===== config.mk =====
export PLATFORM = sky130hd
export DESIGN_NAME = rpmqf_front
export DESIGN_NICKNAME = d
export VERILOG_FILES = /design/src/rtl/rpmqf_pkg.sv /design/src/rtl/rpmqf_front.sv
export SDC_FILE = /design/constraint.sdc
export NUM_CORES = 1
export LEC_CHECK = 0
export BUFFER_PORTS_ARGS = -buffer_cell sky130_fd_sc_hd__buf_2
export CAP_MARGIN = 5
export CORE_AREA = 2 2 137 106
export DETAILED_ROUTE_END_ITERATION = 7
export DIE_AREA = 0 0 139 108
export GPL_TIMING_DRIVEN = 0
export PLACE_DENSITY_LB_ADDON = 0.08
export SLEW_MARGIN = 20
export SYNTH_ARGS = -nofsm -noshare
export SYNTH_HDL_FRONTEND = slang
export SYNTH_SLANG_ARGS = --single-unit

===== constraint.sdc =====
create_clock -name clk -period 2.4 [get_ports clk]
set_input_delay 0.12 -clock clk [delete_from_list [all_inputs] [get_ports clk]]
set_output_delay 0.12 -clock clk [all_outputs]
set_load 0.1 [all_outputs]

===== src/rtl/rpmqf_pkg.sv =====
// Shared types, constants and field codes of the read-pair mean quality filter.
package rpmqf_pkg;

	localparam int LANE_SLOTS      = 8;
	localparam int SIDES           = 4;
	localparam int SWATCHES        = 4;
	localparam int TILES           = 32;
	localparam int MAX_READ_LENGTH = 1024;

	localparam int CLASS_COUNT = 4;
	localparam int STORE_DEPTH = LANE_SLOTS * SIDES * SWATCHES * TILES * CLASS_COUNT;
	localparam int IDX_W       = $clog2(STORE_DEPTH);
	localparam int CNT_W       = 32;
	localparam int MARGIN_W    = 24;
	localparam int Q_DEPTH     = 4;
	localparam int Q_PTR_W     = $clog2(Q_DEPTH);

	localparam logic [CNT_W-1:0] CNT_MAX = '1;

	typedef enum logic [1:0] {
		MODE_FWD  = 2'd0,
		MODE_REV  = 2'd1,
		MODE_EOR  = 2'd2,
		MODE_READ = 2'd3
	} mode_t;

	typedef enum logic {
		KIND_DECISION = 1'b0,
		KIND_READBACK = 1'b1
	} kind_t;

	typedef enum logic [1:0] {
		CLS_BOTH    = 2'd0,
		CLS_FWD     = 2'd1,
		CLS_REV     = 2'd2,
		CLS_DISCARD = 2'd3
	} cls_t;

	typedef enum logic [1:0] {
		REG_SINGLE_END = 2'd0,
		REG_QUAL_BASE  = 2'd1,
		REG_KEEP_LEVEL = 2'd2
	} cfg_reg_t;

	typedef struct packed {
		logic       single_end;
		logic [6:0] qual_base;
		logic [6:0] keep_level;
	} cfg_t;

	typedef struct packed {
		kind_t            kind;
		cls_t             cls;
		logic             hit;
		logic [IDX_W-1:0] idx;
	} cmd_t;

	typedef struct packed {
		logic clearing;
	} back_stat_t;

endpackage


===== src/rtl/rpmqf_front.sv =====
// Front end: accepts items, accumulates read margins, classifies records.
module rpmqf_front (
	input  logic                  clk,
	input  logic                  arst_n,
	input  rpmqf_pkg::cfg_t       cfg,
	input  rpmqf_pkg::back_stat_t stat,
	input  logic                  s_axis_tvalid,
	output logic                  s_axis_tready,
	input  logic [23:0]           s_axis_tdata,
	input  logic [1:0]            s_axis_tuser,
	input  logic                  q_full,
	output logic                  q_push,
	output rpmqf_pkg::cmd_t       q_cmd
);

	import rpmqf_pkg::*;

	logic                       accept;
	mode_t                      mode;
	logic [7:0]                 quality_char;
	logic [2:0]                 lane_slot;
	logic [1:0]                 tile_side;
	logic [1:0]                 tile_swatch;
	logic [4:0]                 tile_number;
	logic [1:0]                 query_class;
	logic signed [MARGIN_W-1:0] fwd_margin_q;
	logic signed [MARGIN_W-1:0] rev_margin_q;
	logic                       fwd_seen_q;
	logic                       rev_seen_q;
	logic signed [9:0]          delta;
	logic signed [MARGIN_W-1:0] fwd_next;
	logic signed [MARGIN_W-1:0] rev_next;
	logic                       fwd_ok;
	logic                       rev_ok;
	cls_t                       rec_cls;
	cls_t                       cls;
	logic                       hit;
	logic [31:0]                idx_full;

	function automatic logic signed [MARGIN_W-1:0] sat_add(
		input logic signed [MARGIN_W-1:0] margin,
		input logic signed [9:0]          d
	);
		logic signed [MARGIN_W:0] sum;
		sum = {margin[MARGIN_W-1], margin} + {{(MARGIN_W-9){d[9]}}, d};
		if (sum[MARGIN_W] != sum[MARGIN_W-1]) begin
			sat_add = sum[MARGIN_W] ? {1'b1, {(MARGIN_W-1){1'b0}}}
			                        : {1'b0, {(MARGIN_W-1){1'b1}}};
		end else begin
			sat_add = sum[MARGIN_W-1:0];
		end
	endfunction

	assign mode         = mode_t'(s_axis_tuser);
	assign quality_char = s_axis_tdata[7:0];
	assign lane_slot    = s_axis_tdata[10:8];
	assign tile_side    = s_axis_tdata[12:11];
	assign tile_swatch  = s_axis_tdata[14:13];
	assign tile_number  = s_axis_tdata[19:15];
	assign query_class  = s_axis_tdata[21:20];

	assign s_axis_tready = !stat.clearing && !q_full;
	assign accept        = s_axis_tvalid && s_axis_tready;

	assign delta = $signed({2'b00, quality_char}) - $signed({3'b000, cfg.qual_base})
	               - $signed({3'b000, cfg.keep_level});
	assign fwd_next = sat_add(fwd_margin_q, delta);
	assign rev_next = sat_add(rev_margin_q, delta);

	assign fwd_ok = fwd_seen_q && !fwd_margin_q[MARGIN_W-1];
	assign rev_ok = rev_seen_q && !rev_margin_q[MARGIN_W-1];

	always_comb begin
		if (cfg.single_end) begin
			rec_cls = fwd_ok ? CLS_BOTH : CLS_DISCARD;
		end else if (fwd_ok && rev_ok) begin
			rec_cls = CLS_BOTH;
		end else if (fwd_ok) begin
			rec_cls = CLS_FWD;
		end else if (rev_ok) begin
			rec_cls = CLS_REV;
		end else begin
			rec_cls = CLS_DISCARD;
		end
	end

	assign cls = (mode == MODE_READ) ? cls_t'(query_class) : rec_cls;
	assign hit = (32'(lane_slot) < LANE_SLOTS) && (32'(tile_side) < SIDES)
	             && (32'(tile_swatch) < SWATCHES) && (32'(tile_number) < TILES);
	assign idx_full = (((32'(lane_slot) * SIDES + 32'(tile_side)) * SWATCHES
	                  + 32'(tile_swatch)) * TILES + 32'(tile_number)) * CLASS_COUNT
	                  + 32'(cls);

	always_comb begin
		q_cmd.kind = (mode == MODE_READ) ? KIND_READBACK : KIND_DECISION;
		q_cmd.cls  = cls;
		q_cmd.hit  = hit;
		q_cmd.idx  = idx_full[IDX_W-1:0];
		q_push     = accept && ((mode == MODE_EOR) || (mode == MODE_READ));
	end

	always_ff @(posedge clk or negedge arst_n) begin
		if (!arst_n) begin
			fwd_margin_q <= '0;
			rev_margin_q <= '0;
			fwd_seen_q   <= 1'b0;
			rev_seen_q   <= 1'b0;
		end else if (accept) begin
			case (mode)
				MODE_FWD: begin
					fwd_margin_q <= fwd_next;
					fwd_seen_q   <= 1'b1;
				end
				MODE_REV: begin
					rev_margin_q <= rev_next;
					rev_seen_q   <= 1'b1;
				end
				MODE_EOR: begin
					fwd_margin_q <= '0;
					rev_margin_q <= '0;
					fwd_seen_q   <= 1'b0;
					rev_seen_q   <= 1'b0;
				end
				default: ;
			endcase
		end
	end

endmodule


==> out/qor.log <==
[power_and_ir_drop] combinational cell fraction of total power 0.789
[synthesis] nets in the synthesized netlist 756
[worst_setup_path] top fanout value on the critical path 5
[clock_tree] source-to-sink clock delay at the later pin of the worst-skew pair 0.31 ns
[worst_setup_path] highest-delay cell along the critical path sky130_fd_sc_hd__fa_2
[routing] drt total wl 15.52 mm
[run_status] failing checks negative setup slack
[sta] share of the clock period used by the worst path after layout 1.857
[placement] count of port buffers added during placement 50
[power_and_ir_drop] Flop pwr share 0.137
[synthesis] largest area contributor in the synthesized netlist sky130_fd_sc_hd__dfrtp_1
[worst_setup_path] WS Path Type input port to flip-flop
[synthesis] total of warnings raised by yosys 0
[run] max-capacitance violation count 0
[synthesis] Distinct cells, synth 60
[worst_setup_path] kind of end point of the critical path flip-flop
[clock_tree] number of sinks handled by clock tree synthesis 50
[floorplanning] number of rows in the core area 37
[placement] Area after DPL 0.005991 mm^2
[routing] total via count after detailed routing 5151
[floorplanning] die outline area 0.01501 mm^2
[sta] final worst slack -2.058 ns
[finish] Final #Nets 867
[finish] final design area excluding fillers 0.007264 mm^2
[power_and_ir_drop] power density over the cells 1553 mW/mm^2
[finish] number of filler cells placed in the layout 1239
[clock_tree] clock tree from TritonCTS yes
[floorplanning] die height 108 um
[synthesis] register area share after synthesis 0.2334
[sta] worst-margin pin slew 0.8389 ns
[routing] Post-DRT Antenna Nets 0
[sta] final-report setup violation count 48
[finish] number of antenna cells inserted 0
[sta] max-slew headroom at the worst pin 0.4370
[synthesis] synthesized area per cell 8.403 um^2
[synthesis] ys async rst share 1.000
[worst_setup_path] launching point of the worst reg2reg path rev_margin_q[0]
[routing] number of detailed-routing iterations run before antenna repair 5
[synthesis] synth top area cells sky130_fd_sc_hd__dfrtp_1 (23%), sky130_fd_sc_hd__ha_1 (16%), sky130_fd_sc_hd__a21oi_1 (4.9%), sky130_fd_sc_hd__xnor2_1 (4.9%), sky130_fd_sc_hd__nand2_1 (4.5%)
[power_and_ir_drop] leakage power figure 3.366 nW
[worst_setup_path] arrival time of data at the critical path endpoint 4.65 ns
[clock_tree] Reg clk slew, reported paths 0.07 ns
[worst_setup_path] worst reg-to-reg path cell count 11
[floorplanning] area of the core 0.01352 mm^2
[floorplanning] number of top-level pins 66
[run_status] run status complete, but fails checks
[sta] number of max-slew violations in the final report 0
[clock_tree] clock root buffer sky130_fd_sc_hd__clkbuf_16
[routing] vias per cell 5.569
[worst_setup_path] setup slack of the most critical reg-to-reg path -0.69 ns
[worst_setup_path] CP startpoint kind input port
[sta] Setup TNS -95.65 ns
[sta] minimum clock period 4.458 ns
[synthesis] EDFF count, synth 0
[routing] drt wl/cell 16.77 um
[finish] top library cells by usage in the layout, fill and taps aside sky130_fd_sc_hd__buf_4 (60), sky130_fd_sc_hd__nand2_1 (58), sky130_fd_sc_hd__dfrtp_1 (50)
[grt] Overflow after GRT 0
[grt] wire length of the first global-routing pass 25.06 mm
[power_and_ir_drop] VDD IR-drop max 0.0007241 V
[synthesis] Top FF cell, synth sky130_fd_sc_hd__dfrtp_1
[floorplanning] starting density of the core 0.3966
[power_and_ir_drop] Clk pwr share 0.073
[hold_path] class of the most critical hold timing path input port to async pin
[clock_tree] maximum buffer depth of the clock tree 2
[finish] proportion of layout cells with a drive suffix above 1 0.3160
[sta] final number of hold-violating endpoints 0
[grt] number of antenna violations at the first check in global routing 0
[finish] layout overhead on the synthesized area 35.50%
[worst_setup_path] count of buffer and inverter cells on the critical path 7
[clock_tree] maximum level of the CTS H-tree 2
[routing] DRC violation count after routing 0
[finish] most common library cell in the layout ignoring fill and taps sky130_fd_sc_hd__buf_4
[worst_setup_path] endpoint of the worst-slack reg-to-reg timing path rev_margin_q[22]
[routing] First DRT Iteration DRCs 275
[worst_setup_path] kind of cell adding the most delay to the critical path compound AO/OA/AOI/OAI gates
[synthesis] combined area of all synthesized cells 0.005361 mm^2
[grt] pin count of the biggest net entering global routing 51
[synthesis] number of register bits inferred by synthesis 50
[worst_setup_path] required time of the critical path 2.59 ns
[power_and_ir_drop] internal power consumption 5.892 mW
[grt] global-route usage over all layers 0.2077
[worst_setup_path] maximum cell stage delay along the critical path 0.33 ns
[synthesis] cells after synthesis 638
[floorplanning] die extent in x 139 um
[sta] Worst Skew 0.01197 ns
[placement] placed wire-length estimate after detailed placement 10.43 mm
[sta] unrepaired setup endpoints after global routing yes
[power_and_ir_drop] switching share of total power 0.4777
[grt] vias in the first global route 4859
[placement] global placement routability congestion 0.8716
[clock_tree] number of CTS-inserted buffers 5
[sta] achievable clock frequency 224.3 MHz
[synthesis] top cell type's share of synthesized area 0.2334
[power_and_ir_drop] switching component of the power 5.389 mW
==> layer usage <==
layer	wire length (um)	up-vias	GRT usage	share of wire
li1	-	2535	-	-
met3	744	10	0.03012	0.048
met1	8141	2461	0.3132	0.52
met5	0	-	0	0
met2	6495	145	0.3174	0.42
met4	133	0	0.04113	0.0086
==> cell type report <==
type | count | area (um^2) | area share
clock inverters | 1 | 30.03 | 0.004134
clock buffers | 7 | 132.6 | 0.01826
repair buffers | 108 | 794.5 | 0.1094
inverters | 42 | 165.2 | 0.02274
plain buffers | 31 | 247.7 | 0.03410
multi-input cells | 511 | 4424 | 0.6090
well taps | 175 | 219.0 | 0.03014
flip-flops and latches | 50 | 1251 | 0.1722
==> what timing repair did <==
item | in CTS | in global routing
pin swaps | 48 | 32
resized for setup | 76 | 60
cloned | 5 | 1
hold buffers | 1 | 0
endpoints found under the setup margin | 48 | 48
buffers inserted | 34 | 19
hold endpoints to repair | 50 | 0
==> logic make-up (layout without fill, tap and decap cells) <==
logic type               after synthesis  in the layout  share of synthesized area
AO/OA/AOI/OAI                        222            222                     0.2856
XOR/XNOR                              51             51                    0.08331
adder cells (fa/ha/maj)               80             80                     0.1902
buffers and inverters                 79            189                    0.07491
flip-flops                            50             50                     0.2334
multiplexers                           1              1                   0.001867
other                                  1              1                  0.0006994
AND/OR/NAND/NOR                      154            156                     0.1300
==> power by group through the flow <==
stage	clock [mW]	combinational (mW)	sequential [mW]
4_1_cts	0.863	8.08	1.54
2_1_floorplan	0	5.79	1.44
5_1_grt	0.890	9.76	1.60
3_3_place_gp	0	6.94	1.50
6_report	0.829	8.90	1.55
3_5_place_dp	0	7.02	1.50
==> cells in the mapped netlist, types with 3 or more instances <==
| cell type | n |
|---|---|
| sky130_fd_sc_hd__o21bai_1 | 6 |
| sky130_fd_sc_hd__nand4_1 | 3 |
| sky130_fd_sc_hd__nand3_1 | 12 |
| sky130_fd_sc_hd__a21oi_1 | 53 |
| sky130_fd_sc_hd__maj3_2 | 7 |
| sky130_fd_sc_hd__inv_1 | 42 |
| sky130_fd_sc_hd__nor3_1 | 10 |
| sky130_fd_sc_hd__o31ai_1 | 4 |
| sky130_fd_sc_hd__a21o_1 | 25 |
| sky130_fd_sc_hd__o21ai_1 | 5 |
| sky130_fd_sc_hd__xnor2_1 | 30 |
| sky130_fd_sc_hd__buf_2 | 9 |
| sky130_fd_sc_hd__o311ai_0 | 5 |
| sky130_fd_sc_hd__nor2b_1 | 10 |
| sky130_fd_sc_hd__clkbuf_1 | 7 |
| sky130_fd_sc_hd__nand2_1 | 64 |
| sky130_fd_sc_hd__o211ai_1 | 26 |
| sky130_fd_sc_hd__xor2_1 | 21 |
| sky130_fd_sc_hd__buf_6 | 5 |
| sky130_fd_sc_hd__a21boi_0 | 3 |
| sky130_fd_sc_hd__nand2b_1 | 7 |
| sky130_fd_sc_hd__a31oi_1 | 10 |
| sky130_fd_sc_hd__buf_4 | 15 |
| sky130_fd_sc_hd__a221o_1 | 13 |
| sky130_fd_sc_hd__dfrtp_1 | 50 |
| sky130_fd_sc_hd__fa_1 | 4 |
| sky130_fd_sc_hd__a22o_1 | 9 |
| sky130_fd_sc_hd__ha_1 | 68 |
| sky130_fd_sc_hd__nor2_1 | 33 |
| sky130_fd_sc_hd__and3_1 | 5 |
| sky130_fd_sc_hd__a211oi_1 | 7 |
| sky130_fd_sc_hd__o21ai_0 | 29 |
| sky130_fd_sc_hd__o21a_1 | 8 |
==> state kept, by name, indices dropped and copies added (netlist names) <==
register      count
fwd_margin_q     24
rev_margin_q     24
fwd_seen_q        1
rev_seen_q        1
==> through the flow <==
| step | hold slack, ns | setup slack, ns | total power, mW | instances | utilization |
|---|---|---|---|---|---|
| 2_1_floorplan | -0.1756 | -2.053 | 7.227 | 638 | - |
| 3_3_place_gp | 0.4519 | -2.868 | 8.443 | 863 | 0.4430 |
| 3_5_place_dp | 0.2187 | -2.947 | 8.527 | 863 | 0.4432 |
| 4_1_cts | 0.4037 | -2.094 | 10.48 | 905 | 0.5034 |
| 5_1_grt | 0.4708 | -2.295 | 12.26 | 925 | 0.5374 |
| 6_report | 0.4098 | -2.058 | 11.28 | 925 | 0.5374 |
==> worst max-delay path by stage <==
stage | startpoint | end | slack [ns] | cells past startpoint
after floorplan | s_axis_tdata[0] | fwd_margin_q[10] | -2.05 | 27
after global placement | s_axis_tdata[0] | rev_margin_q[8] | -2.87 | 26
after detailed placement | s_axis_tdata[0] | rev_margin_q[14] | -2.95 | 26
after CTS | s_axis_tdata[0] | rev_margin_q[2] | -2.09 | 27
after global routing | s_axis_tdata[0] | fwd_margin_q[19] | -2.30 | 29
final | s_axis_tdata[0] | rev_margin_q[3] | -2.06 | 29
Power figures use the tool's default switching activity.
