<file path="config.mk">
export PLATFORM = sky130hd
export DESIGN_NAME = rpmqf_queue
export DESIGN_NICKNAME = d
export VERILOG_FILES = /design/src/rtl/rpmqf_pkg.sv /design/src/rtl/rpmqf_queue.sv
export SDC_FILE = /design/constraint.sdc
export NUM_CORES = 1
export LEC_CHECK = 0
export BUFFER_PORTS_ARGS = -buffer_cell sky130_fd_sc_hd__buf_2
export CAP_MARGIN = 25
export CORE_ASPECT_RATIO = 0.7
export CORE_UTILIZATION = 53
export CTS_BUF_LIST = sky130_fd_sc_hd__clkbuf_2 sky130_fd_sc_hd__clkbuf_4 sky130_fd_sc_hd__clkbuf_8
export DETAILED_ROUTE_END_ITERATION = 8
export GPL_TIMING_DRIVEN = 0
export HOLD_SLACK_MARGIN = 0.03
export PLACE_DENSITY = 0.75
export RECOVER_POWER = 100
export SLEW_MARGIN = 20
export SYNTH_ARGS = -nofsm -noshare
export SYNTH_HDL_FRONTEND = slang
export SYNTH_SLANG_ARGS = --single-unit
</file>
<file path="constraint.sdc">
create_clock -name clk -period 1.9 [get_ports clk]
set_clock_uncertainty 0.15 [all_clocks]
set_input_delay 0.285 -clock clk [delete_from_list [all_inputs] [get_ports clk]]
set_output_delay 0.285 -clock clk [all_outputs]
set_load 0.05 [all_outputs]
</file>
<file path="src/rtl/rpmqf_pkg.sv">
// Shared types, constants and field codes of the read-pair mean quality filter.
package rpmqf_pkg;

	localparam int LANE_SLOTS      = 8;
	localparam int SIDES           = 4;
	localparam int SWATCHES        = 4;
	localparam int TILES           = 32;
	localparam int MAX_READ_LENGTH = 1024;

	localparam int CLASS_COUNT = 4;
	localparam int STORE_DEPTH = LANE_SLOTS * SIDES * SWATCHES * TILES * CLASS_COUNT;
	localparam int IDX_W       = $clog2(STORE_DEPTH);
	localparam int CNT_W       = 32;
	localparam int MARGIN_W    = 24;
	localparam int Q_DEPTH     = 4;
	localparam int Q_PTR_W     = $clog2(Q_DEPTH);

	localparam logic [CNT_W-1:0] CNT_MAX = '1;

	typedef enum logic [1:0] {
		MODE_FWD  = 2'd0,
		MODE_REV  = 2'd1,
		MODE_EOR  = 2'd2,
		MODE_READ = 2'd3
	} mode_t;

	typedef enum logic {
		KIND_DECISION = 1'b0,
		KIND_READBACK = 1'b1
	} kind_t;

	typedef enum logic [1:0] {
		CLS_BOTH    = 2'd0,
		CLS_FWD     = 2'd1,
		CLS_REV     = 2'd2,
		CLS_DISCARD = 2'd3
	} cls_t;

	typedef enum logic [1:0] {
		REG_SINGLE_END = 2'd0,
		REG_QUAL_BASE  = 2'd1,
		REG_KEEP_LEVEL = 2'd2
	} cfg_reg_t;

	typedef struct packed {
		logic       single_end;
		logic [6:0] qual_base;
		logic [6:0] keep_level;
	} cfg_t;

	typedef struct packed {
		kind_t            kind;
		cls_t             cls;
		logic             hit;
		logic [IDX_W-1:0] idx;
	} cmd_t;

	typedef struct packed {
		logic clearing;
	} back_stat_t;

endpackage

</file>
<file path="src/rtl/rpmqf_queue.sv">
// Short command queue between the front end and the counter back end.
module rpmqf_queue (
	input  logic            clk,
	input  logic            arst_n,
	input  logic            push,
	input  rpmqf_pkg::cmd_t push_cmd,
	output logic            full,
	input  logic            pop,
	output logic            head_valid,
	output rpmqf_pkg::cmd_t head_cmd
);

	import rpmqf_pkg::*;

	cmd_t               buf_q [Q_DEPTH];
	logic [Q_PTR_W-1:0] wr_ptr_q;
	logic [Q_PTR_W-1:0] rd_ptr_q;
	logic [Q_PTR_W:0]   count_q;
	logic               do_push;
	logic               do_pop;

	assign full       = (count_q == (Q_PTR_W+1)'(Q_DEPTH));
	assign head_valid = (count_q != '0);
	assign head_cmd   = buf_q[rd_ptr_q];
	assign do_push    = push && !full;
	assign do_pop     = pop && head_valid;

	always_ff @(posedge clk) begin
		if (do_push) begin
			buf_q[wr_ptr_q] <= push_cmd;
		end
	end

	always_ff @(posedge clk or negedge arst_n) begin
		if (!arst_n) begin
			wr_ptr_q <= '0;
			rd_ptr_q <= '0;
			count_q  <= '0;
		end else begin
			if (do_push) begin
				wr_ptr_q <= wr_ptr_q + 1'b1;
			end
			if (do_pop) begin
				rd_ptr_q <= rd_ptr_q + 1'b1;
			end
			case ({do_push, do_pop})
				2'b10:   count_q <= count_q + 1'b1;
				2'b01:   count_q <= count_q - 1'b1;
				default: ;
			endcase
		end
	end

endmodule

</file>
==> impl_metrics.env, run 1 <==
export IMPL_insertedDiodeCount=0
export IMPL_multi_input_area_um2=677
export IMPL_whs_path_depth=3
export IMPL_clk_pin_slew_ps=70
export IMPL_routedWlPerCell_um=19.1
export IMPL_hp_start="pop"
export IMPL_fin_setup_tns_ps=-3150
export IMPL_htreeDepth=3
export IMPL_required_ps=1460
export IMPL_postPlaceCellArea_mm2=0.00336
export IMPL_die_y_um=65.6
export IMPL_syn_inst=131
export IMPL_r2r_cells=9
export IMPL_yosysSeqAreaShare_pct=76.3
export IMPL_violations="negative setup slack"
export IMPL_whs_ps=209
export IMPL_synth_seq_cells=79
export IMPL_grt_pass1_wl_um=8580
export IMPL_finalCritPeriodShare_pct=111
export IMPL_vias_per_cell=5.22
export IMPL_drc_errors=0
export IMPL_die_area_mm2=0.00609
export IMPL_ys_warn_count=0
export IMPL_rows=22
export IMPL_cpMaxStageDelayCell="mux4_2"
export IMPL_cp_arrival_ps=1670
export IMPL_numCtsBuffers=9
export IMPL_switchingPower_uw=2620
export IMPL_reg2reg_slack_ps=-120
export IMPL_nFillCells=329
export IMPL_status="finished with violations"
export IMPL_vias=1487
export IMPL_initial_core_util_pct=56.8
export IMPL_nets=237
export IMPL_dp_hpwl_um=3160
export IMPL_ir_drop_uv=1040
export IMPL_layout_drive_gt1_share_pct=38.5
export IMPL_pwr_share_comb_pct=46.3
export IMPL_first_iter_violations=107
export IMPL_io_pins=42
export IMPL_syn_nets=159
export IMPL_cts_sinks=79
export IMPL_io_buffers=41
export IMPL_grt_max_degree=19
export IMPL_synth_area_per_cell_um2=23.4
export IMPL_grt_pass1_vias=1629
export IMPL_yosys_cell_types_count=21
export IMPL_antenna_left=0
export IMPL_cap_violations=0
export IMPL_hold_class="input port to flip-flop"
export IMPL_critical_path_class="flip-flop to output port"
export IMPL_cts_max_path_buffers=2
export IMPL_firstDrtPassIters=5
export IMPL_fin_area_mm2=0.00396
export IMPL_routed_wl_um=5430
export IMPL_syn_to_final_growth_pct=29.4
export IMPL_clockPowerShare_pct=18.6
export IMPL_internal_power_uw=4470
export IMPL_finalSetupViolCount=19
export IMPL_hold_end="rd_ptr_q[0]$_DFFE_PN0P_"
export IMPL_fin_ws_ps=-207
export IMPL_grt_setup_unrepaired="yes"
export IMPL_die_w_um=92.9
export IMPL_startpoint_type="flip-flop"
export IMPL_core_area_mm2=0.00540
export IMPL_slew_headroom_pct=72.9
export IMPL_grt_usage_pct=20.5
export IMPL_r2r_start="count_q[1]$_DFFE_PN0P_"
export IMPL_utilization_pct=73.5
export IMPL_hold_viol_final=0
export IMPL_tightest_slew_ps=407
export IMPL_cts_tree="built"
export IMPL_p_seq_share_pct=35.2
export IMPL_grt_ovfl_total=0
export IMPL_seq_area_mm2=0.00234
export IMPL_swShare_pct=36.9
export IMPL_maxSlewViolCount=0
export IMPL_routabilityCongestion=0.735
export IMPL_synth_area_mm2=0.00306
export IMPL_critPathMaxStageDelay_ps=540
export IMPL_cp_end_kind="output port"
export IMPL_clk_latency_ps=340
export IMPL_max_freq_ghz=0.475
export IMPL_powerDensity_mw_per_mm2=1790
export IMPL_fin_crit_ps=2110
export IMPL_cp_cell_sequence="buf_12 -> mux4_2 -> buf_6"
export IMPL_critPathMaxFanout=9
export IMPL_p_leak_uw=0.00140
export IMPL_antenna_found_initial=0
export IMPL_cts_root_buffer="clkbuf_8"
export IMPL_r2r_end="count_q[2]$_DFFE_PN0P_"
-- registers in the layout (all words and copies together), names as in the netlist --
register	count
wr_ptr_q	2
count_q	3
rd_ptr_q	2
buf_q	72
-- how the worst max path moves through the flow --
stage | start | end | slack, ps | depth (start not counted)
after detailed placement | count_q[0]$_DFFE_PN0P_ | count_q[2]$_DFFE_PN0P_ | -160 | 9
final | rd_ptr_q[0]$_DFFE_PN0P_ | head_cmd[13] | -210 | 3
after CTS | rd_ptr_q[0]$_DFFE_PN0P_ | head_cmd[6] | -240 | 4
after global routing | count_q[1]$_DFFE_PN0P_ | count_q[2]$_DFFE_PN0P_ | -260 | 9
after floorplan | count_q[0]$_DFFE_PN0P_ | count_q[2]$_DFFE_PN0P_ | -430 | 9
after global placement | count_q[0]$_DFFE_PN0P_ | count_q[2]$_DFFE_PN0P_ | -80 | 9
-- Yosys cell counts, drive strengths merged --
| cell type | instances | area (um2) |
|---|---|---|
| mux4 | 18 | 420 |
| and2 | 4 | 30.0 |
| dfrtp | 7 | 175 |
| inv | 6 | 22.5 |
| mux2i | 1 | 10.0 |
| xnor2 | 3 | 26.3 |
| nor3b | 1 | 18.8 |
| edfxtp | 72 | 2160 |
| buf | 4 | 35.0 |
| mux2 | 1 | 15.0 |
| xor2 | 3 | 26.3 |
| o31a | 1 | 10.0 |
| nand2 | 1 | 3.75 |
| nor2 | 1 | 3.75 |
| nor2b | 1 | 13.8 |
| ha | 5 | 62.6 |
| or3 | 1 | 7.51 |
| fa | 1 | 20.0 |
-- power by group through the flow --
| stage | clock, uW | sequential [uW] | combinational (uW) |
|---|---|---|---|
| CTS | 1330 | 2490 | 3270 |
| global placement | 0 | 2470 | 2540 |
| floorplan | 0 | 2460 | 2090 |
| finish | 1320 | 2500 | 3280 |
| detailed placement | 0 | 2510 | 2620 |
| global route | 1410 | 2530 | 3470 |
-- cell usage in the layout, fill, tap and decap left out, types with 2 or more instances in the layout --
| master | n |
|---|---|
| edfxtp_1 | 72 |
| dfrtp_1 | 4 |
| dlygate4sd3_1 | 19 |
| inv_1 | 4 |
| and2_4 | 4 |
| buf_6 | 19 |
| xnor2_1 | 3 |
| clkinvlp_4 | 2 |
| buf_2 | 2 |
| mux4_2 | 18 |
| ha_1 | 4 |
| buf_4 | 7 |
| dfrtp_2 | 3 |
| clkbuf_8 | 9 |
| inv_2 | 2 |
| xor2_1 | 3 |
| buf_8 | 4 |
| bufinv_16 | 2 |
| clkbuf_1 | 19 |
-- per-layer routing --
metal  GRT usage [%]  wire length, um
met5               0                0
met2            34.6             2770
met1            25.6             2380
met3            6.94              250
met4            5.77               34
-- layout make-up --
class | count | area share (%)
inverter | 6 | 0.568
sequential | 79 | 59.1
buffer | 4 | 1.36
multi-input combinational | 42 | 17.1
clock inverter | 5 | 2.11
timing repair buffer | 67 | 14.2
tap | 72 | 2.27
clock buffer | 10 | 3.31
-- critical path: cells and delay by family (launching register included) --
kind | cells | cell delay [ps]
flops | 1 | 450
buf+inv | 2 | 350
mux | 1 | 540
-- logic make-up after synthesis --
kind of cell	synth area share, %
xor gates and xnor gates	1.72
DFF	76.3
and+or+nand+nor	2.53
buffers and inverters	1.88
adders and majority gates	2.70
AOI/OAI and AO/OA	0.327
muxes	14.5
-- metrics by stage --
stage                     cells  setup WS (ps)  total power (uW)
after global placement      244          -82.2              5010
after floorplan             131           -433              4550
after CTS                   284           -241              7100
final                       285           -207              7100
after global routing        285           -264              7420
after detailed placement    244           -156              5130
-- repair_timing --
| item | in CTS | in global routing |
|---|---|---|
| hold buffers | 19 | 0 |
| hold endpoints to repair | 79 | 0 |
| setup endpoints to repair | 21 | 84 |
| setup buffers | 5 | 2 |
| cloned | 1 | 0 |
| pin swaps | 2 | 3 |
| gates resized for setup | 54 | 10 |
(Power assumes the default switching activity.)
==> inputs of run 2 (changes only) <==
--- a/config.mk
+++ b/config.mk
@@ -14,5 +14,5 @@
 export GPL_TIMING_DRIVEN = 0
 export HOLD_SLACK_MARGIN = 0.03
-export PLACE_DENSITY = 0.75
+export PLACE_DENSITY = 0.77
 export RECOVER_POWER = 100
 export SLEW_MARGIN = 20
--- a/constraint.sdc
+++ b/constraint.sdc
@@ -3,3 +3,3 @@
 set_input_delay 0.285 -clock clk [delete_from_list [all_inputs] [get_ports clk]]
 set_output_delay 0.285 -clock clk [all_outputs]
-set_load 0.05 [all_outputs]
+set_load 0.01 [all_outputs]
==> run 2 against run 1 <==
Against the previous run: clock power increased by 9%; critical path depth unchanged; worst setup slack improved by 44 ps; non-clock buffer count unchanged; combinational power decreased by 30%; the flow still finishes with violations (negative setup slack); critical path type unchanged; sequential power about the same.
==> impl_metrics.env, run 2 (synthesized netlist as in run 1, its figures left out) <==
export IMPL_ir_drop_uv=840
export IMPL_multi_input_area_um2=677
export IMPL_numCtsBuffers=9
export IMPL_r2r_start="count_q[1]$_DFFE_PN0P_"
export IMPL_first_iter_violations=62
export IMPL_grt_max_degree=19
export IMPL_slew_headroom_pct=72.6
export IMPL_startpoint_type="flip-flop"
export IMPL_htreeDepth=3
export IMPL_tightest_slew_ps=411
export IMPL_clk_latency_ps=340
export IMPL_postPlaceCellArea_mm2=0.00336
export IMPL_critPathMaxStageDelay_ps=530
export IMPL_fin_area_mm2=0.00395
export IMPL_routedWlPerCell_um=18.9
export IMPL_crit_buf_inv=2
export IMPL_nets=237
export IMPL_cp_cell_sequence="buf_12 -> mux4_2 -> buf_6"
export IMPL_largest_registers="buf_q: 72 flops, count_q: 3 flops"
export IMPL_cts_sinks=79
export IMPL_r2r_end="count_q[2]$_DFFE_PN0P_"
export IMPL_cts_root_buffer="clkbuf_8"
export IMPL_die_w_um=92.9
export IMPL_insertedDiodeCount=0
export IMPL_grt_setup_unrepaired="yes"
export IMPL_cp_arrival_ps=1630
export IMPL_cpLargestDelayFamily="multiplexers"
export IMPL_powerDensity_mw_per_mm2=1580
export IMPL_seq_area_mm2=0.00234
export IMPL_rows=22
export IMPL_hold_end="rd_ptr_q[0]$_DFFE_PN0P_"
export IMPL_required_ps=1460
export IMPL_critPathMaxFanout=10
export IMPL_top_layer_used="met4"
export IMPL_finalSetupViolCount=19
export IMPL_syn_to_final_growth_pct=28.9
export IMPL_vias_per_cell=5.23
export IMPL_largest_register="buf_q"
export IMPL_hp_start="pop"
export IMPL_clockPowerShare_pct=23.1
export IMPL_cts_max_path_buffers=2
export IMPL_nFillCells=348
export IMPL_switchingPower_uw=1760
export IMPL_clk_pin_slew_ps=80
export IMPL_dp_hpwl_um=3220
export IMPL_layout_drive_gt1_share_pct=37.9
export IMPL_pwr_share_comb_pct=36.9
export IMPL_final_cell_mix="72 x edfxtp_1, 19 x dlygate4sd3_1, 19 x clkbuf_1"
export IMPL_cts_tree="built"
export IMPL_whs_path_depth=3
export IMPL_reg2reg_slack_ps=-150
export IMPL_r2r_cells=9
export IMPL_routed_wl_um=5400
export IMPL_hold_class="input port to flip-flop"
export IMPL_antenna_left=0
export IMPL_p_seq_share_pct=40.0
export IMPL_drc_errors=0
export IMPL_die_y_um=65.6
export IMPL_grt_ovfl_total=0
export IMPL_fin_cells=286
export IMPL_violations="negative setup slack"
export IMPL_layout_commonest_cell="edfxtp_1"
export IMPL_grt_pass1_vias=1592
export IMPL_core_area_mm2=0.00540
export IMPL_cpMaxStageDelayCell="mux4_2"
export IMPL_whs_ps=171
export IMPL_hold_viol_final=0
export IMPL_cp_end_kind="output port"
export IMPL_maxSlewViolCount=0
export IMPL_status="finished with violations"
export IMPL_fin_ws_ps=-163
export IMPL_fin_crit_ps=2060
export IMPL_max_freq_ghz=0.485
export IMPL_io_buffers=41
export IMPL_routabilityCongestion=0.703
export IMPL_cap_violations=0
export IMPL_initial_core_util_pct=56.8
export IMPL_die_area_mm2=0.00609
export IMPL_wl_met2_um=2700
export IMPL_vias=1497
export IMPL_finalCritPeriodShare_pct=109
export IMPL_critical_path_class="flip-flop to output port"
export IMPL_largest_reg_flops=72
export IMPL_wl_met3_um=267
export IMPL_grt_pass1_wl_um=8240
export IMPL_io_pins=42
export IMPL_internal_power_uw=4470
export IMPL_swShare_pct=28.3
export IMPL_grt_usage_pct=19.6
export IMPL_antenna_found_initial=0
export IMPL_placedCellCount=244
export IMPL_wl_met1_um=2340
export IMPL_firstDrtPassIters=4
export IMPL_p_leak_uw=0.00141
-- run 2: cell count changes in the layout (fill, tap and decap cells not counted), sizes merged --
cell and delta:
clkinv +3, clkinvlp -2, bufinv +1, clkbuf -1
-- run 2: area by class of cell --
| class | count | area share (%) |
|---|---|---|
| Buffer | 4 | 1.36 |
| Clock buffer | 9 | 3.14 |
| Clock inverter | 7 | 2.82 |
| Inverter | 6 | 0.571 |
| Multi-Input combinational cell | 42 | 17.1 |
| Sequential cell | 79 | 59.3 |
| Tap cell | 72 | 2.28 |
| Timing Repair Buffer | 67 | 13.4 |
-- run 2: worst max path at each step --
stage | from | endpoint | depth (start not counted)
2_1_floorplan | count_q[0]$_DFFE_PN0P_ | count_q[2]$_DFFE_PN0P_ | 9
3_3_place_gp | count_q[0]$_DFFE_PN0P_ | count_q[2]$_DFFE_PN0P_ | 9
3_5_place_dp | count_q[0]$_DFFE_PN0P_ | count_q[2]$_DFFE_PN0P_ | 9
4_1_cts | rd_ptr_q[0]$_DFFE_PN0P_ | head_cmd[13] | 4
5_1_grt | rd_ptr_q[0]$_DFFE_PN0P_ | head_cmd[2] | 3
6_report | rd_ptr_q[0]$_DFFE_PN0P_ | head_cmd[17] | 3
-- run 2: metal layers --
layer,global-route usage (%),vias up
li1,-,683
met4,7.12,0
met2,31.8,48
met5,0,-
met3,8.33,6
met1,23.9,760
-- run 2: worst register-to-register path, stage by stage (launching register included) --
cell and delay (ps):
dfrtp_2 440, nor3b_4 260, nor2b_4 70, inv_2 60, ha_4 130, inv_2 40, fa_2 370, xor2_1 150
nor2_1 130, xor2_1 170
-- run 2: power by group through the flow --
stage | logic, uW | registers (uW) | clock network [uW]
after detailed placement | 1770 | 2510 | 0
after global placement | 1700 | 2470 | 0
after CTS | 2160 | 2490 | 1460
final | 2300 | 2490 | 1440
after global routing | 2450 | 2520 | 1520
after floorplan | 1230 | 2460 | 0
-- run 2: what timing repair did --
item | CTS | global route
endpoints found under the hold margin | 79 | 0
cloned | 1 | 0
pin swaps | 2 | 3
hold buffers | 19 | 0
setup endpoints to repair | 20 | 88
resized for setup | 21 | 17
setup buffers | 3 | 4
-- run 2: per-stage QoR --
stage,setup TNS (ps),utilization [%],power (uW),setup WS (ps)
floorplan,-110,-,3690,-109
global placement,-76.8,62.3,4170,-76.8
detailed placement,-224,62.3,4290,-198
CTS,-2760,72.3,6110,-209
global route,-3640,73.2,6490,-214
finish,-2630,73.2,6230,-163
