==> config.mk <==
export PLATFORM = sky130hd
export DESIGN_NAME = rpmqf_cfg
export DESIGN_NICKNAME = d
export VERILOG_FILES = /design/src/rtl/rpmqf_pkg.sv /design/src/rtl/rpmqf_cfg.sv
export SDC_FILE = /design/constraint.sdc
export NUM_CORES = 1
export LEC_CHECK = 0
export ABC_AREA = 1
export BUFFER_PORTS_ARGS = -buffer_cell sky130_fd_sc_hd__clkbuf_2
export CAP_MARGIN = 40
export CORE_ASPECT_RATIO = 1.4
export CORE_MARGIN = 1
export CORE_UTILIZATION = 33
export DETAILED_ROUTE_END_ITERATION = 10
export GPL_ROUTABILITY_DRIVEN = 0
export HOLD_SLACK_MARGIN = 0.15
export PLACE_DENSITY = 0.82
export SLEW_MARGIN = 20
export SYNTH_ARGS = -nofsm -noshare
export SYNTH_HDL_FRONTEND = slang
export SYNTH_SLANG_ARGS = --single-unit
==> constraint.sdc <==
create_clock -name clk -period 0.9 [get_ports clk]
set_clock_uncertainty 0.2 [all_clocks]
set_input_delay 0.135 -clock clk [delete_from_list [all_inputs] [get_ports clk]]
set_output_delay 0.135 -clock clk [all_outputs]
set_load 0.05 [all_outputs]
==> src/rtl/rpmqf_pkg.sv <==
// Shared types, constants and field codes of the read-pair mean quality filter.
package rpmqf_pkg;

	localparam int LANE_SLOTS      = 8;
	localparam int SIDES           = 4;
	localparam int SWATCHES        = 4;
	localparam int TILES           = 32;
	localparam int MAX_READ_LENGTH = 1024;

	localparam int CLASS_COUNT = 4;
	localparam int STORE_DEPTH = LANE_SLOTS * SIDES * SWATCHES * TILES * CLASS_COUNT;
	localparam int IDX_W       = $clog2(STORE_DEPTH);
	localparam int CNT_W       = 32;
	localparam int MARGIN_W    = 24;
	localparam int Q_DEPTH     = 4;
	localparam int Q_PTR_W     = $clog2(Q_DEPTH);

	localparam logic [CNT_W-1:0] CNT_MAX = '1;

	typedef enum logic [1:0] {
		MODE_FWD  = 2'd0,
		MODE_REV  = 2'd1,
		MODE_EOR  = 2'd2,
		MODE_READ = 2'd3
	} mode_t;

	typedef enum logic {
		KIND_DECISION = 1'b0,
		KIND_READBACK = 1'b1
	} kind_t;

	typedef enum logic [1:0] {
		CLS_BOTH    = 2'd0,
		CLS_FWD     = 2'd1,
		CLS_REV     = 2'd2,
		CLS_DISCARD = 2'd3
	} cls_t;

	typedef enum logic [1:0] {
		REG_SINGLE_END = 2'd0,
		REG_QUAL_BASE  = 2'd1,
		REG_KEEP_LEVEL = 2'd2
	} cfg_reg_t;

	typedef struct packed {
		logic       single_end;
		logic [6:0] qual_base;
		logic [6:0] keep_level;
	} cfg_t;

	typedef struct packed {
		kind_t            kind;
		cls_t             cls;
		logic             hit;
		logic [IDX_W-1:0] idx;
	} cmd_t;

	typedef struct packed {
		logic clearing;
	} back_stat_t;

endpackage

==> src/rtl/rpmqf_cfg.sv <==
// APB configuration registers of the quality filter.
module rpmqf_cfg (
	input  logic                clk,
	input  logic                arst_n,
	input  logic                psel,
	input  logic                penable,
	input  logic                pwrite,
	input  logic [3:0]          paddr,
	input  logic [31:0]         pwdata,
	output logic [31:0]         prdata,
	output logic                pready,
	output rpmqf_pkg::cfg_t     cfg
);

	import rpmqf_pkg::*;

	cfg_t cfg_q;
	logic wr;

	assign pready = 1'b1;
	assign wr     = psel & penable & pwrite & pready;
	assign cfg    = cfg_q;

	always_ff @(posedge clk or negedge arst_n) begin
		if (!arst_n) begin
			cfg_q.single_end <= 1'b0;
			cfg_q.qual_base  <= 7'd33;
			cfg_q.keep_level <= 7'd20;
		end else if (wr) begin
			case (paddr[3:2])
				REG_SINGLE_END: cfg_q.single_end <= pwdata[0];
				REG_QUAL_BASE:  cfg_q.qual_base  <= pwdata[6:0];
				REG_KEEP_LEVEL: cfg_q.keep_level <= pwdata[6:0];
				default: ;
			endcase
		end
	end

	always_comb begin
		case (paddr[3:2])
			REG_SINGLE_END: prdata = {31'd0, cfg_q.single_end};
			REG_QUAL_BASE:  prdata = {25'd0, cfg_q.qual_base};
			REG_KEEP_LEVEL: prdata = {25'd0, cfg_q.keep_level};
			default:        prdata = 32'd0;
		endcase
	end

endmodule

==> flow_summary.yaml, run 1 <==
route:
  route.vias.total: 899
  drtIter0Drc: 12
  drc: 0
  viasPerCell: 4.162
  ant_nets: 0
  avgRoutedWirePerCell_um: 11.36
  first_pass_iters: 4
  wl_um: 2453
sta:
  setup_viol_count_final: 32
  whs_ps: -153.0
  rsz0062_at_grt: "true"
  min_period_over_period_pct: 161.4
  final.min_clock_period_ps: 1452
  max_freq_mhz: 688.5
  slew_violations: 0
  fin_ws_ps: -552.5
  fin_tns_setup_ps: -10210
  hold_viol: 11
finish:
  drive_gt1_share_pct: 60.56
  largest_reg_flops: 15
  antennaDiodeCount: 0
  stdcell_area_sq_um: 1735
  area_growth_pct: 82.02
  finalNonFillerCells: 216
  nNetsFinal: 222
synth:
  avgSynthCellArea_sq_um: 7.567
  synth_cell_types: 14
  yosys_warnings: 0
  synth_area_sq_um: 953.4
  synth.area.top_cells: "dfrtp_1 (29%), nand2_1 (26%), buf_4 (20%)"
  synth_top_area_share_pct: 28.87
  synth_seq_cells: 15
  ys_seq_area_share_pct: 39.90
  syn_inst: 126
  synth_top_area_cell: "dfrtp_1"
floorplanning:
  core_area_sq_um: 2670
  num_rows: 22
  die-height_um: 65.60
  initial_core_util_pct: 35.71
  ioPinCount: 89
  die_area_sq_um: 3111
  die-width_um: 47.43
setup_path:
  arrival_ps: 1120
  slowest_stage: "dfstp_2"
  cp_max_fo: 3
  setup.worst_path.start_class: "register"
  r2r_cells: 4
  slowest_delay_ps: 560
  r2r_start: "cfg[12]"
  required_ps: 560
  criticalPathCategory: "register to output pin"
  worstSetupEndpointType: "output pin"
  r2r_end: "cfg[12]"
  worstPathCellList: "nand2_2 -> nand3_4 -> clkbuf_16"
  regToRegSetupSlack_ps: -190
hold_path:
  holdPathEnd: "cfg[12]"
  hold_path_class: "input pin to register"
  worstHoldStart: "pwdata[5]"
  min_delay_path_depth: 3
place:
  dpl.cell_count: 204
  place_ws_ps: -375.5
  dpl.hpwl_um: 1663
  place_area_sq_um: 1350
  io_buffers: 35
global_route:
  grt_pass1_wl_um: 3946
  antenna_found_initial: 0
  gr-total-overflow: 0
  grt_use_total_pct: 17.94
  grt_max_degree: 16
  grt_pass1_vias: 898
outcome:
  status: "complete, but fails checks"
  violations: "hold timing, setup timing"
clocking:
  cts_buffer_depth: 2
  cts_buffers: 3
  tritoncts: "built"
  cts_max_level: 1
  clkSlewWorstSetupHoldPaths_ps: 90
  cts.sinks: 15
  clk_latency_ps: 270
  cts_root_buf: "clkbuf_4"
power_and_ir_drop:
  power.share.clock_pct: 10.7
  pwr-share-comb_pct: 61.3
  power_frac_seq_pct: 27.9
  ir_drop_mv: 1.275
  switching_power_mw: 1.652
  internal-power_mw: 1.960
  p_leak_nw: 0.8756
  p_per_area_nw_per_um2: 2082
  switching_share_pct: 45.73
run:
  drv_cap: 0
[layout by cell type, fill, tap and decap left out]
master,n
buf_4,2
nand2_4,9
nand2_1,40
inv_4,1
inv_2,3
clkbuf_2,12
dlygate4sd3_1,3
nand3_4,1
dfrtp_2,11
clkinv_4,1
nand2_2,21
buf_2,1
buf_8,8
nor2_1,1
clkbuf_4,4
buf_12,8
conb_1,26
clkbuf_16,6
clkinv_2,1
nand2_8,1
nor2_4,3
nand3_2,1
buf_6,11
dfstp_2,4
nand3_1,1
[metal layers]
layer	track usage, %	wire [um]
met5	0	0
met4	8.214	65
met3	4.121	163
met2	31.34	1368
met1	19.21	856
[power groups by stage]
stage / Sequential, mW / Clock [mW] / Combinational [mW]
after floorplan: 1.48 / 0 / 0.700
after global placement: 0.973 / 0 / 1.67
after detailed placement: 0.983 / 0 / 1.68
after CTS: 0.993 / 0.385 / 2.05
after global routing: 1.03 / 0.430 / 2.33
final: 1.01 / 0.388 / 2.22
[metrics by stage]
| step | total power, mW | util [%] |
|---|---|---|
| final | 3.613 | 65.00 |
| after global routing | 3.786 | 65.00 |
| after CTS | 3.424 | 61.57 |
| after detailed placement | 2.668 | 50.56 |
| after global placement | 2.644 | 50.56 |
| after floorplan | 2.181 | - |
[logic make-up (layout without fill, tap and decap cells)]
| family | after synthesis | in the layout | synth area share [%] |
|---|---|---|---|
| flip-flops | 15 | 15 | 39.89 |
| buffers and inverters | 31 | 61 | 22.97 |
| other | 2 | 26 | 0.7877 |
| AND/OR/NAND/NOR | 78 | 78 | 36.35 |
[Yosys cell counts, drive strengths merged]
master   n
buf     26
conb     2
dfrtp   11
dfstp    4
inv      5
nand2   71
nand3    3
nor2     4
[what timing repair did]
item / in CTS / in global routing
pin swaps: 9 / 11
endpoints found under the hold margin: 30 / 23
setup endpoints to repair: 29 / 41
hold buffers: 4 / 2
buffers inserted: 1 / 5
gates resized for setup: 42 / 31
[how the worst max path moves through the flow]
stage          startpoint   endpoint  slack [ps]  depth (start not counted)
3_3_place_gp     paddr[2]  prdata[0]        -350                          7
3_5_place_dp     paddr[3]  prdata[0]        -380                          5
6_report           cfg[7]  prdata[0]        -550                          3
5_1_grt            cfg[7]  prdata[0]        -590                          3
4_1_cts            cfg[7]  prdata[0]        -560                          3
2_1_floorplan      cfg[4]  prdata[4]        -380                          2
[layout make-up]
class | count | area, sq um
tap | 36 | 45.04
sequential | 15 | 394.1
multi-input combinational | 104 | 570.5
inverter | 5 | 26.28
clock inverter | 1 | 5.005
timing repair buffer | 52 | 671.9
fill | 220 | 934.6
clock buffer | 3 | 22.52
[worst max-delay path: cells and delay by family (launching register included)]
| family | cells | cell delay, ps |
|---|---|---|
| flops | 1 | 560 |
| buf+inv | 1 | 160 |
| simple gates | 2 | 120 |
Power figures use the tool's default switching activity.
==> run 2: changes to the inputs <==
--- a/config.mk
+++ b/config.mk
@@ -15,6 +15,7 @@
 export GPL_ROUTABILITY_DRIVEN = 0
 export HOLD_SLACK_MARGIN = 0.15
 export PLACE_DENSITY = 0.82
+export SETUP_SLACK_MARGIN = 0.1
 export SLEW_MARGIN = 20
 export SYNTH_ARGS = -nofsm -noshare
 export SYNTH_HDL_FRONTEND = slang
==> run 2 against run 1 <==
The flow still finishes with violations (hold timing, setup timing); global-route usage down 0.16 points; first-iteration DRC count up 33%; hold slack worse by 300 ps; clock power is 1% higher; core utilization up 3.2 points; maximum frequency hardly changed; final cell count rose by 0.93%; wire length increased by 21%; sequential power barely moved; die area did not move; sequential cell count stayed put; power is 2.4% higher; critical endpoint unchanged.
==> flow_summary.yaml, run 2 (synthesis results as in run 1) <==
setup_path:
  arrival_ps: 1120
  criticalPathCategory: "register to output pin"
  worstPathCellList: "nand2_2 -> nand3_4 -> clkbuf_16"
  r2r_end: "cfg[12]"
  worstSetupEndpointType: "output pin"
  regToRegSetupSlack_ps: -200
  setup.worst_path.start_class: "register"
  slowest_stage: "dfstp_2"
  cp_max_fo: 3
  slowest_delay_ps: 560
  required_ps: 560
  r2r_cells: 4
  r2r_start: "cfg[12]"
place:
  io_buffers: 35
  dpl.hpwl_um: 1663
  place_ws_ps: -375.5
sta:
  max_freq_mhz: 688.2
  hold_viol: 30
  fin_ws_ps: -553.2
  slew_violations: 0
  min_period_over_period_pct: 161.5
  setup_viol_count_final: 37
  whs_ps: -452.0
  final.min_clock_period_ps: 1453
  rsz0062_at_grt: "true"
run:
  drv_cap: 0
clocking:
  cts_buffers: 3
  cts_max_level: 1
  tritoncts: "built"
  cts_buffer_depth: 2
  clkSlewWorstSetupHoldPaths_ps: 100
  clk_latency_ps: 270
  cts.sinks: 15
  cts_root_buf: "clkbuf_4"
route:
  avgRoutedWirePerCell_um: 13.58
  route.vias.total: 939
  first_pass_iters: 4
  drtIter0Drc: 16
  ant_nets: 0
  viasPerCell: 4.307
  drc: 0
  wl_um: 2961
power_and_ir_drop:
  p_leak_nw: 0.8961
  ir_drop_mv: 1.060
  p_per_area_nw_per_um2: 2031
finish:
  antennaDiodeCount: 0
  area_growth_pct: 90.95
  final_common_cell: "nand2_1"
  drive_gt1_share_pct: 65.93
  largest_reg_flops: 15
  nNetsFinal: 224
  layout_common_cells: "nand2_1 (34), nand2_2 (26), conb_1 (26), buf_6 (16)"
floorplanning:
  core_area_sq_um: 2670
  initial_core_util_pct: 35.71
  die-width_um: 47.43
  die-height_um: 65.60
  die_area_sq_um: 3111
  num_rows: 22
  ioPinCount: 89
global_route:
  grt_pass1_wl_um: 3919
  gr-total-overflow: 0
  grt_max_degree: 16
  grt_use_total_pct: 17.78
  antenna_found_initial: 0
  grt_pass1_vias: 869
outcome:
  violations: "hold timing, setup timing"
  status: "complete, but fails checks"
hold_path:
  hold_path_class: "input pin to async pin"
-- run 2: timing repair --
| item | in CTS | in global routing |
|---|---|---|
| hold endpoints to repair | 30 | 30 |
| gates cloned | 0 | 0 |
| gates resized for setup | 45 | 51 |
| pin swaps | 9 | 18 |
| endpoints found under the setup margin | 37 | 37 |
| setup buffers | 3 | 7 |
-- run 2: power by group --
group,switching (mW),total (mW),internal [mW]
clock network,0.227,0.392,0.165
registers,0.175,1.03,0.859
logic,1.31,2.27,0.966
-- run 2: cell type report --
cell class	instances	area (sq um)
clock buffer	3	22.52
sequential	15	394.1
tap	36	45.04
fill	201	849.6
clock inverter	1	5.005
inverter	5	36.28
timing repair buffer	54	718.2
multi-input combinational	104	599.3
-- run 2: per-layer routing --
metal  GRT usage, %  up-vias  routed length [um]
met1          19.38      443                 949
met5              0        -                   0
met2          30.65       46                1738
met4          8.214        0                  77
li1               -      442                   -
met3          4.121        8                 196
-- run 2: worst max path at each step --
stage              from        end  cells past startpoint
2_1_floorplan    cfg[4]  prdata[4]                      2
3_3_place_gp   paddr[2]  prdata[0]                      7
3_5_place_dp   paddr[3]  prdata[0]                      5
4_1_cts          cfg[7]  prdata[0]                      3
5_1_grt          cfg[7]  prdata[0]                      3
6_report         cfg[7]  prdata[0]                      3
-- run 2: critical path, delay by kind of cell, from the launching register on --
family                 cells  cell delay [ps]
and+or+nand+nor            2              120
DFF                        1              560
buffers and inverters      1              160
-- run 2: metrics by stage --
| stage | total power, mW | instance area (sq um) | std cells | utilization [%] | TNS [ps] |
|---|---|---|---|---|---|
| floorplan | 2.181 | 1140 | 150 | - | -3793 |
| global placement | 2.644 | 1350 | 204 | 50.56 | -7139 |
| detailed placement | 2.668 | 1350 | 204 | 50.56 | -7491 |
| CTS | 3.420 | 1634 | 211 | 61.20 | -10370 |
| global route | 3.849 | 1821 | 218 | 68.18 | -12650 |
| finish | 3.698 | 1821 | 218 | 68.18 | -11580 |
==> run 3: changes to the inputs <==
--- a/config.mk
+++ b/config.mk
@@ -15,6 +15,7 @@
 export GPL_ROUTABILITY_DRIVEN = 0
 export HOLD_SLACK_MARGIN = 0.15
 export PLACE_DENSITY = 0.82
+export REMOVE_ABC_BUFFERS = 1
 export SETUP_SLACK_MARGIN = 0.1
 export SLEW_MARGIN = 20
 export SYNTH_ARGS = -nofsm -noshare
==> run 3 against run 2 <==
Maximum frequency is 0.15% lower; register-to-register slack hardly changed; setup slack worse by 2.1 ps; global-route usage is 0.39 points higher; sequential power is 8% lower; first-iteration DRC count is 38% lower; sequential share of layout area is 0.40 points higher; combinational power is 9.3% higher; via count is 0.75% lower; count of clock-buffer cells in the layout is 1 higher; the run still ends with hold timing, setup timing left; hold slack better by 6.5 ps.
==> flow_summary.yaml, run 3 (synthesis results as in run 1) <==
clocking:
  clkSlewWorstSetupHoldPaths_ps: 90
  clk_latency_ps: 270
  cts_buffers: 3
  cts_max_level: 1
  tritoncts: "built"
  cts.sinks: 15
  cts_root_buf: "clkbuf_4"
  cts_buffer_depth: 2
route:
  first_pass_iters: 5
  drc: 0
  drtIter0Drc: 10
  wl_um: 2724
  avgRoutedWirePerCell_um: 12.27
  ant_nets: 0
  viasPerCell: 4.198
  route.vias.total: 932
floorplanning:
  ioPinCount: 89
  die_area_sq_um: 3111
  die-height_um: 65.60
  num_rows: 22
  core_area_sq_um: 2670
  die-width_um: 47.43
  initial_core_util_pct: 35.71
setup_path:
  regToRegSetupSlack_ps: -210
  r2r_end: "cfg[7]"
  setup.worst_path.start_class: "register"
  r2r_cells: 4
  crit_start: "cfg[7]"
  worstSetupEndpointType: "output pin"
  criticalPathCategory: "register to output pin"
  arrival_ps: 1120
  required_ps: 560
  r2r_start: "cfg[7]"
  cp_max_fo: 2
finish:
  fillers: 221
  stdcell_area_sq_um: 1725
  drive_gt1_share_pct: 55.38
  antennaDiodeCount: 0
  layout.area.seq_sq_um: 380.4
  nNetsFinal: 228
  layout_common_cells: "nand2_1 (41), nand2_2 (27), conb_1 (26), buf_6 (20), buf_12 (14)"
  multi_input_area_sq_um: 516.7
  finalNonFillerCells: 222
  fin_util_pct: 64.62
  area_growth_pct: 80.97
  largest_reg_flops: 15
  final_common_cell: "nand2_1"
power_and_ir_drop:
  p_leak_nw: 0.9183
  power_frac_seq_pct: 24.9
  finalPower_mw: 3.822
  switching_power_mw: 1.682
  ir_drop_mv: 0.9724
  internal-power_mw: 2.139
  switching_share_pct: 44.02
  power.share.clock_pct: 10.1
  pwr-share-comb_pct: 65.0
  p_per_area_nw_per_um2: 2215
sta:
  slew_violations: 0
  fin_ws_ps: -555.3
  whs_ps: -445.5
  rsz0062_at_grt: "true"
  min_period_over_period_pct: 161.7
  setup_viol_count_final: 37
  max_freq_mhz: 687.1
  hold_viol: 30
  final.min_clock_period_ps: 1455
place:
  dpl.cell_count: 210
  dpl.hpwl_um: 1680
  io_buffers: 35
  place_area_sq_um: 1391
hold_path:
  hold_path_class: "input pin to async pin"
global_route:
  grt_pass1_wl_um: 3960
  grt_pass1_vias: 922
  grt_use_total_pct: 18.17
  gr-total-overflow: 0
  antenna_found_initial: 0
  grt_max_degree: 16
run:
  drv_cap: 0
outcome:
  violations: "hold timing, setup timing"
  status: "complete, but fails checks"
[run 3: cell types whose count changed in the layout (fill, tap and decap cells not counted), sizes merged]
cell	delta
buf	+7
clkbuf	-2
clkinv	-1
[run 3: area by class of cell]
type,instances,area share [%]
Tap cell,36,2.611
Clock buffer,4,1.523
Timing Repair Buffer,58,42.49
Sequential cell,15,22.05
Inverter,5,1.378
Multi-Input combinational cell,104,29.95
[run 3: per-layer routing]
metal  track usage (%)  share of wire (%)  vias up
met5                 0                  0        -
met4             8.214                1.9        0
met3             3.297                4.4        6
met2             33.90                 61       39
met1             17.89                 33      441
li1                  -                  -      446
[run 3: worst max path at each step]
stage / to / slack [ps]
2_1_floorplan: prdata[0] / -570
3_3_place_gp: prdata[0] / -330
3_5_place_dp: prdata[0] / -340
4_1_cts: prdata[5] / -560
5_1_grt: prdata[4] / -610
6_report: prdata[0] / -560
[run 3: power by group through the flow]
stage          logic [mW]  clock network [mW]  registers, mW
3_5_place_dp         1.97                   0          0.928
6_report             2.48               0.387          0.950
5_1_grt              2.60               0.442          0.965
2_1_floorplan       0.561                   0           1.44
4_1_cts              2.27               0.397          0.936
3_3_place_gp         1.96                   0          0.916
[run 3: stage by stage]
stage | TNS, ps | worst slack [ps]
floorplan | -6969 | -568.3
detailed placement | -7056 | -338.3
finish | -10900 | -555.3
global route | -12340 | -614.5
CTS | -10550 | -561.7
global placement | -6540 | -328.0
[run 3: timing repair]
item,4_1_cts,5_1_grt
hold endpoints to repair,30,30
setup buffers,4,6
pin swaps,7,16
endpoints found under the setup margin,37,37
gates resized for setup,39,34
[run 3: critical path, cell delays in order, from the launching register on]
cell,delay [ps]
dfstp_2,550
nand2_1,70
nand3_2,80
buf_8,150
